### src/rtl/srdb_pkg.sv
// Shared constants for the stereo RMS dB level meter.
package srdb_pkg;
    localparam int MAX_FRAMES = 65536;
    localparam int CNT_W = $clog2(MAX_FRAMES + 1);
    localparam int SUM_W = 30 + CNT_W;
    localparam int TOP_W = $clog2(SUM_W);
    localparam int LOG_W = TOP_W + 16;
    localparam logic [19:0] DB_SLOPE_Q24 = 20'd841741;
    localparam logic [15:0] GAIN_RESET = 16'd4096;
    localparam logic [15:0] LEVEL_MAX = 16'd32768;
endpackage

### src/rtl/stereo_rms_db_level_meter.sv
// Top level of the stereo RMS dB level meter.
// Sequence: a last frame runs four log2 passes, two per side (sum, then count), and
//   each side then steps through S_MUL, S_NORM, S_GAIN and S_OUT before the result
//   beat rises.
// Throughput: one frame per cycle between last marks; in_stall stays high from a
//   last frame until its result beat is taken. Reset: sums and count clear, gain 4096.
module stereo_rms_db_level_meter
(
    input  logic        clk,
    input  logic        rst_n,
    input  logic        cfg_we,
    input  logic [15:0] cfg_wdata,
    input  logic        in_valid,
    output logic        in_stall,
    input  logic signed [15:0] left_sample,
    input  logic signed [15:0] right_sample,
    input  logic        last_frame,
    output logic        out_valid,
    input  logic        out_stall,
    output logic [15:0] left_level,
    output logic [15:0] right_level
);
    localparam logic [3:0] S_ACC   = 4'd0;
    localparam logic [3:0] S_LOG   = 4'd1;
    localparam logic [3:0] S_WAIT  = 4'd2;
    localparam logic [3:0] S_MUL   = 4'd3;
    localparam logic [3:0] S_NORM  = 4'd4;
    localparam logic [3:0] S_GAIN  = 4'd5;
    localparam logic [3:0] S_OUT   = 4'd6;

    logic [3:0]  st_reg;
    logic [15:0] gain_reg;
    logic [srdb_pkg::SUM_W-1:0] lsum_reg;
    logic [srdb_pkg::SUM_W-1:0] rsum_reg;
    logic [srdb_pkg::CNT_W-1:0] cnt_reg;
    logic [1:0]  op_reg;      // which log: 0 lsum,1 cnt,2 rsum,3 cnt
    logic [srdb_pkg::LOG_W-1:0] lg_reg;
    logic signed [srdb_pkg::LOG_W+1:0] d_reg;
    logic        neg_reg;
    logic [41:0] prod_reg;
    logic signed [18:0] norm_reg;
    logic [36:0] lvl_reg;
    logic        zero_reg;
    logic [15:0] l_reg;
    logic [15:0] r_reg;
    logic        side_reg;

    logic        acc_fire;
    logic        log_start;
    logic        log_done;
    logic [srdb_pkg::LOG_W-1:0] log_res;
    logic [srdb_pkg::SUM_W-1:0] log_x;
    logic [15:0] la;
    logic [15:0] ra;
    logic signed [srdb_pkg::LOG_W+1:0] d_full;
    logic [srdb_pkg::LOG_W+1:0] mag;
    logic [15:0] lvl_sat;

    assign in_stall  = (st_reg != S_ACC) || out_valid;
    assign acc_fire  = in_valid && !in_stall;
    assign la        = left_sample[15] ? 16'(-left_sample) : 16'(left_sample);
    assign ra        = right_sample[15] ? 16'(-right_sample) : 16'(right_sample);
    assign log_start = (st_reg == S_LOG);
    assign log_x     = (op_reg == 2'd0) ? lsum_reg :
                       (op_reg == 2'd2) ? rsum_reg :
                       srdb_pkg::SUM_W'(cnt_reg);
    assign left_level  = l_reg;
    assign right_level = r_reg;

    srdb_log2 u_log
    (
        .clk    (clk),
        .rst_n  (rst_n),
        .start  (log_start),
        .x      (log_x),
        .done   (log_done),
        .result (log_res)
    );

    // D = log2(sum) - log2(count) - 30 in Q.16
    assign d_full = $signed({2'b00, lg_reg}) - $signed({2'b00, log_res})
                    - $signed((srdb_pkg::LOG_W+2)'(30 << 16));
    assign mag = d_reg[srdb_pkg::LOG_W+1] ? (srdb_pkg::LOG_W+2)'(-d_reg)
                                         : (srdb_pkg::LOG_W+2)'(d_reg);
    assign lvl_sat = (lvl_reg > 37'(srdb_pkg::LEVEL_MAX)) ? srdb_pkg::LEVEL_MAX
                                                          : lvl_reg[15:0];

    always_ff @(posedge clk or negedge rst_n)
    begin
        if (!rst_n)
        begin
            st_reg    <= S_ACC;
            gain_reg  <= srdb_pkg::GAIN_RESET;
            lsum_reg  <= '0;
            rsum_reg  <= '0;
            cnt_reg   <= '0;
            op_reg    <= 2'd0;
            out_valid <= 1'b0;
            side_reg  <= 1'b0;
        end
        else
        begin
            if (cfg_we)
                gain_reg <= cfg_wdata;
            if (out_valid && !out_stall)
                out_valid <= 1'b0;
            case (st_reg)
                S_ACC:
                begin
                    if (acc_fire)
                    begin
                        // drop frames past the block bound, still honor last
                        if (cnt_reg < srdb_pkg::CNT_W'(srdb_pkg::MAX_FRAMES))
                        begin
                            lsum_reg <= lsum_reg
                                        + srdb_pkg::SUM_W'({16'd0, la} * {16'd0, la});
                            rsum_reg <= rsum_reg
                                        + srdb_pkg::SUM_W'({16'd0, ra} * {16'd0, ra});
                            cnt_reg  <= cnt_reg + 1'b1;
                        end
                        if (last_frame)
                        begin
                            op_reg   <= 2'd0;
                            side_reg <= 1'b0;
                            st_reg   <= S_LOG;
                        end
                    end
                end
                S_LOG:  st_reg <= S_WAIT;
                S_WAIT:
                begin
                    if (log_done)
                    begin
                        if (!op_reg[0])
                        begin
                            lg_reg   <= log_res;
                            zero_reg <= (log_x == '0);
                            op_reg   <= op_reg + 1'b1;
                            st_reg   <= S_LOG;
                        end
                        else
                        begin
                            d_reg  <= d_full;
                            st_reg <= S_MUL;
                        end
                    end
                end
                S_MUL:
                begin
                    neg_reg  <= d_reg[srdb_pkg::LOG_W+1];
                    prod_reg <= 42'(mag) * 42'(srdb_pkg::DB_SLOPE_Q24);
                    st_reg   <= S_NORM;
                end
                S_NORM:
                begin
                    norm_reg <= neg_reg
                        ? 19'sd65536 - $signed({1'b0, 18'((prod_reg + 42'd8388608) >> 24)})
                        : 19'sd65536 + $signed({1'b0, 18'((prod_reg + 42'd8388608) >> 24)});
                    st_reg   <= S_GAIN;
                end
                S_GAIN:
                begin
                    if (zero_reg || norm_reg <= 0)
                        lvl_reg <= '0;
                    else
                        lvl_reg <= (37'(gain_reg) * 37'(norm_reg[17:0]) + 37'd4096) >> 13;
                    st_reg <= S_OUT;
                end
                S_OUT:
                begin
                    if (!side_reg)
                    begin
                        l_reg    <= lvl_sat;
                        side_reg <= 1'b1;
                        op_reg   <= 2'd2;
                        st_reg   <= S_LOG;
                    end
                    else if (!out_valid)
                    begin
                        r_reg     <= lvl_sat;
                        out_valid <= 1'b1;
                        lsum_reg  <= '0;
                        rsum_reg  <= '0;
                        cnt_reg   <= '0;
                        st_reg    <= S_ACC;
                    end
                end
                default: st_reg <= S_ACC;
            endcase
        end
    end
endmodule

### src/rtl/srdb_log2.sv
// Iterative log2 in Q.16 with a single squaring multiplier.
module srdb_log2
(
    input  logic                          clk,
    input  logic                          rst_n,
    input  logic                          start,
    input  logic [srdb_pkg::SUM_W-1:0]    x,
    output logic                          done,
    output logic [srdb_pkg::LOG_W-1:0]    result
);
    logic [1:0]  st_reg;
    logic [1:0]  st_next;
    logic [31:0] m_reg;
    logic [31:0] m_next;
    logic [15:0] frac_reg;
    logic [15:0] frac_next;
    logic [4:0]  cnt_reg;
    logic [4:0]  cnt_next;
    logic [srdb_pkg::TOP_W-1:0] top_reg;
    logic [srdb_pkg::TOP_W-1:0] top_next;
    logic [srdb_pkg::SUM_W-1:0] x_reg;
    logic [srdb_pkg::SUM_W-1:0] x_next;
    logic [63:0] sq;
    logic [33:0] msq;

    localparam logic [1:0] S_IDLE = 2'd0;
    localparam logic [1:0] S_NORM = 2'd1;
    localparam logic [1:0] S_SQ   = 2'd2;

    assign sq     = {32'd0, m_reg} * {32'd0, m_reg};
    assign msq    = sq[63:30];
    assign result = {top_reg, frac_reg};
    assign done   = (st_reg == S_SQ) && (cnt_reg == 5'd16);

    always_comb
    begin
        st_next   = st_reg;
        m_next    = m_reg;
        frac_next = frac_reg;
        cnt_next  = cnt_reg;
        top_next  = top_reg;
        x_next    = x_reg;
        case (st_reg)
            S_IDLE:
            begin
                if (start)
                begin
                    x_next   = x;
                    top_next = srdb_pkg::TOP_W'(srdb_pkg::SUM_W - 1);
                    st_next  = S_NORM;
                end
            end
            S_NORM:
            begin
                // find top set bit one position a cycle
                if (x_reg[srdb_pkg::SUM_W-1] || top_reg == '0)
                begin
                    m_next   = {1'b0, x_reg[srdb_pkg::SUM_W-1 -: 31]};
                    cnt_next = 5'd0;
                    frac_next = 16'd0;
                    st_next  = S_SQ;
                end
                else
                begin
                    x_next   = x_reg << 1;
                    top_next = top_reg - 1'b1;
                end
            end
            S_SQ:
            begin
                if (cnt_reg == 5'd16)
                    st_next = S_IDLE;
                else
                begin
                    cnt_next = cnt_reg + 1'b1;
                    if (msq[31])
                    begin
                        m_next    = msq[32:1];
                        frac_next = {frac_reg[14:0], 1'b1};
                    end
                    else
                    begin
                        m_next    = msq[31:0];
                        frac_next = {frac_reg[14:0], 1'b0};
                    end
                end
            end
            default: st_next = S_IDLE;
        endcase
    end

    always_ff @(posedge clk or negedge rst_n)
    begin
        if (!rst_n)
        begin
            st_reg  <= S_IDLE;
            cnt_reg <= 5'd0;
        end
        else
        begin
            st_reg  <= st_next;
            cnt_reg <= cnt_next;
        end
    end

    always_ff @(posedge clk)
    begin
        m_reg    <= m_next;
        frac_reg <= frac_next;
        top_reg  <= top_next;
        x_reg    <= x_next;
    end
endmodule
### config.mk
export PLATFORM = sky130hd
export DESIGN_NAME = stereo_rms_db_level_meter
export DESIGN_NICKNAME = d
export VERILOG_FILES = /design/src/rtl/srdb_pkg.sv /design/src/rtl/stereo_rms_db_level_meter.sv /design/src/rtl/srdb_log2.sv
export SDC_FILE = /design/constraint.sdc
export NUM_CORES = 2
export LEC_CHECK = 0
export ABC_AREA = 0
export BUFFER_PORTS_ARGS = -buffer_cell sky130_fd_sc_hd__buf_2
export CORE_MARGIN = 5
export CORE_UTILIZATION = 55
export CTS_BUF_LIST = sky130_fd_sc_hd__clkbuf_4 sky130_fd_sc_hd__clkbuf_8
export DETAILED_ROUTE_END_ITERATION = 10
export PLACE_DENSITY = 0.71
export SETUP_SLACK_MARGIN = 0.05
export SLEW_MARGIN = 20
export SYNTH_ARGS = -nofsm -noshare
export SYNTH_HDL_FRONTEND = slang
export SYNTH_SLANG_ARGS = --single-unit
### constraint.sdc
create_clock -name clk -period 11.2 [get_ports clk]
set_clock_uncertainty 0.05 [all_clocks]
set_input_delay 3.36 -clock clk [delete_from_list [all_inputs] [get_ports clk]]
set_output_delay 3.36 -clock clk [all_outputs]
set_load 0.03 [all_outputs]
==> flow_metrics.py <==
metrics = {
    "clock_tree": {
        "cts_root_buf": "clkbuf_8",
        "cts_buffers": 70,
        "hold_buffers": 0,
        "clk_pin_slew_worst_paths_ns": 0.06,
        "cts_htree_levels": 3,
        "clock_sinks": 382,
        "cts_tree": "done",
        "post_cts_buffers": 0,
        "clock_latency_ns": 0.73,
        "clk_path_buf_depth": 3,
    },
    "setup_path": {
        "cpMaxStageDelayCell": "or4b_2",
        "path_max_fanout": 10,
        "cp.required_ns": 11.74,
        "slowest_delay_ns": 0.72,
        "endpoint_kind": "flop",
        "reg2reg_to": "u_log.m_reg[17]",
        "timing.rr.start": "u_log.m_reg[16]",
        "crit_top_cell": "fa_1",
        "start_kind": "input pin",
        "critPathTopFamily": "adder cells",
        "rr_worst_depth": 24,
        "reg2reg_slack_ns": 1.19,
        "critPathBufInv": 5,
        "arrival_ns": 11.13,
        "crit_type": "input pin to flop",
    },
    "finish": {
        "drive_above_1_share": 0.0502,
        "seq_area_um2": 10800,
        "final_common_cell": "inv_1",
        "final_util": 0.586,
        "multi_input_area_um2": 59500,
        "fill_cells": 12300,
        "mostFrequentLayoutCells": "inv_1, fa_1, ha_1, nand2_1, nor2_1",
        "area_growth_pct": 5.77,
        "final_area_um2": 84200,
        "nNetsFinal": 11000,
    },
    "grt": {
        "overflow": 0,
        "antenna_found_initial": 6,
        "first_global_vias": 62400,
        "grt_pass1_wl_um": 329000,
        "grt_use_total": 0.271,
        "grt_max_degree": 70,
    },
    "floorplanning": {
        "row_count": 139,
        "core_um2": 144000,
        "dieWidth_um": 390,
        "die_y_um": 390,
        "ioPinCount": 88,
        "initial_utilization": 0.554,
        "die_area_um2": 152000,
    },
    "placement": {
        "place_congestion": 0.932,
        "placed_area_um2": 82600,
        "dp_hpwl_um": 167000,
        "io_buffer_count": 87,
        "post-place-ws_ns": -0.219,
    },
    "sta": {
        "tightestPinTransition_ns": 1.18,
        "post-route-period-util": 0.946,
        "max_freq_mhz": 94.4,
        "slew_headroom": 0.211,
        "fin_tns_setup_ns": 0,
        "setup_viol": 0,
        "rsz0062_at_grt": "false",
        "slew_violations": 0,
        "min_period_ns": 10.60,
        "hold_viol_final": 0,
        "fin_ws_ns": 0.604,
    },
    "route": {
        "drt-wirelength-per-cell_um": 19.0,
        "drt_pre_antenna_iters": 6,
        "drcViolationCount": 0,
        "wirelength_um": 199000,
        "drtIter0Drc": 3543,
        "ant_nets": 0,
        "routed-via-count": 56800,
        "avgViaCountPerCell": 5.41,
    },
    "synthesis": {
        "ys_ff_latch": 382,
        "synth_enable_flop_cells": 241,
        "yosys.area.top_type": "fa_1",
        "ys_async_sr_fraction": 0.369,
        "syn_area_um2": 79600,
        "yosys.area.top_type_share": 0.388,
        "syn_inst": 8466,
        "synth_area_per_cell_um2": 9.41,
        "synth_cell_types": 96,
        "synthTopCellsByArea": "fa_1, ha_1, inv_1, edfxtp_1, dfrtp_1",
        "ys_seq_area_frac": 0.135,
        "ys_warn_count": 0,
        "ys.flop_type": "edfxtp_1",
    },
    "worst_hold_path": {
        "hp-start": "u_log.frac_reg[13]",
        "min_to": "lg_reg[13]",
        "hp-class": "flop to flop",
        "hold_depth": 0,
    },
    "status": {
        "status": "finished, final reports clean",
    },
    "flow_run": {
        "cap_viol_max_count": 0,
    },
}
==> final cells by class <==
cell class / instances / share of cell area
clock buffers: 94 / 0.0142
repair buffers: 228 / 0.0179
multi-input cells: 5577 / 0.706
flip-flops and latches: 382 / 0.128
clock inverters: 36 / 0.00415
diodes: 5 / 0.000149
inverters: 2266 / 0.101
well taps: 1903 / 0.0283
==> cells in the mapped netlist (all sizes together), types with 10 or more instances <==
cell type and instances:
and2 337, or2 20, fa 1542, xor2 107
a21oi 240, xnor2 186, o211ai 15, and3 29
nand2 826, clkinv 20, nor4 46, edfxtp 241
a21o 114, nand4 45, nor3 59, mux2i 82
clkbuf 243, o21bai 26, dfrtp 140, o31ai 28
nor2b 28, a211oi 18, a22o 15, inv 2246
or3 22, o31a 10, o22ai 21, a31oi 18
nand3 81, mux2 21, buf 16, nand2b 30
a2111oi 10, ha 836, o21a 22, nor2 404
o21ai 197, or4 11
==> cell families (layout without fill, tap and decap cells) <==
family	count (synthesis)	after routing	synth area share
buffers and inverters	2525	2624	0.119
adders and majority gates	2378	2378	0.519
and+or+nand+nor	1964	1964	0.115
AOI/OAI and AO/OA	819	819	0.0659
DFF	382	382	0.135
xor gates and xnor gates	293	293	0.0326
muxes	103	103	0.0133
other	2	25	0.0000943
==> worst reg2reg max path, cell delays in order, from the launching register on <==
cell       delay (ns)
edfxtp_1         1.05
inv_1            0.65
nor2_1           0.30
inv_1            0.10
fa_1             0.51
fa_1             0.52
fa_1             0.55
fa_1             0.53
inv_1            0.06
fa_1             0.55
fa_1             0.42
fa_1             0.54
fa_1             0.48
ha_1             0.40
nor3_1           0.08
o31ai_1          0.34
a41oi_1          0.22
nor4_1           0.21
o21ai_1          0.23
a2bb2oi_2        0.25
a31oi_2          0.16
xnor2_4          0.80
buf_4            0.37
mux2i_1          0.21
o21ai_0          0.12
==> metal layers <==
| metal | up-vias | GRT usage | routed length (um) |
|---|---|---|---|
| li1 | 25900 | - | - |
| met1 | 28600 | 0.355 | 81000 |
| met2 | 1825 | 0.467 | 98400 |
| met3 | 419 | 0.0393 | 12600 |
| met4 | 0 | 0.0896 | 7080 |
| met5 | - | 0 | 0 |
==> worst max-delay path by stage <==
stage                               start            to  slack (ns)  cells after the start
final                     right_sample[5]  rsum_reg[37]        0.60                     26
after global routing      right_sample[5]  rsum_reg[39]        0.08                     28
after CTS                 right_sample[5]  rsum_reg[39]        0.58                     28
after detailed placement  right_sample[5]  rsum_reg[43]       -0.22                     27
after global placement    right_sample[5]  rsum_reg[45]       -0.16                     26
after floorplan            left_sample[0]  lsum_reg[46]        0.10                     28
==> through the flow <==
step	std cells	hold WS [ns]
final	10500	0.391
after global routing	10500	0.394
after CTS	10500	0.370
after detailed placement	10400	0.382
after global placement	10400	0.378
after floorplan	8484	0.376
==> repair_timing <==
item / CTS / global route
endpoints found under the hold margin: 0 / 0
resized for setup: 0 / 1
setup endpoints to repair: 0 / 6
Power is not shown: default switching activity piles up to over one toggle a cycle in this logic, so the estimate is an artifact.
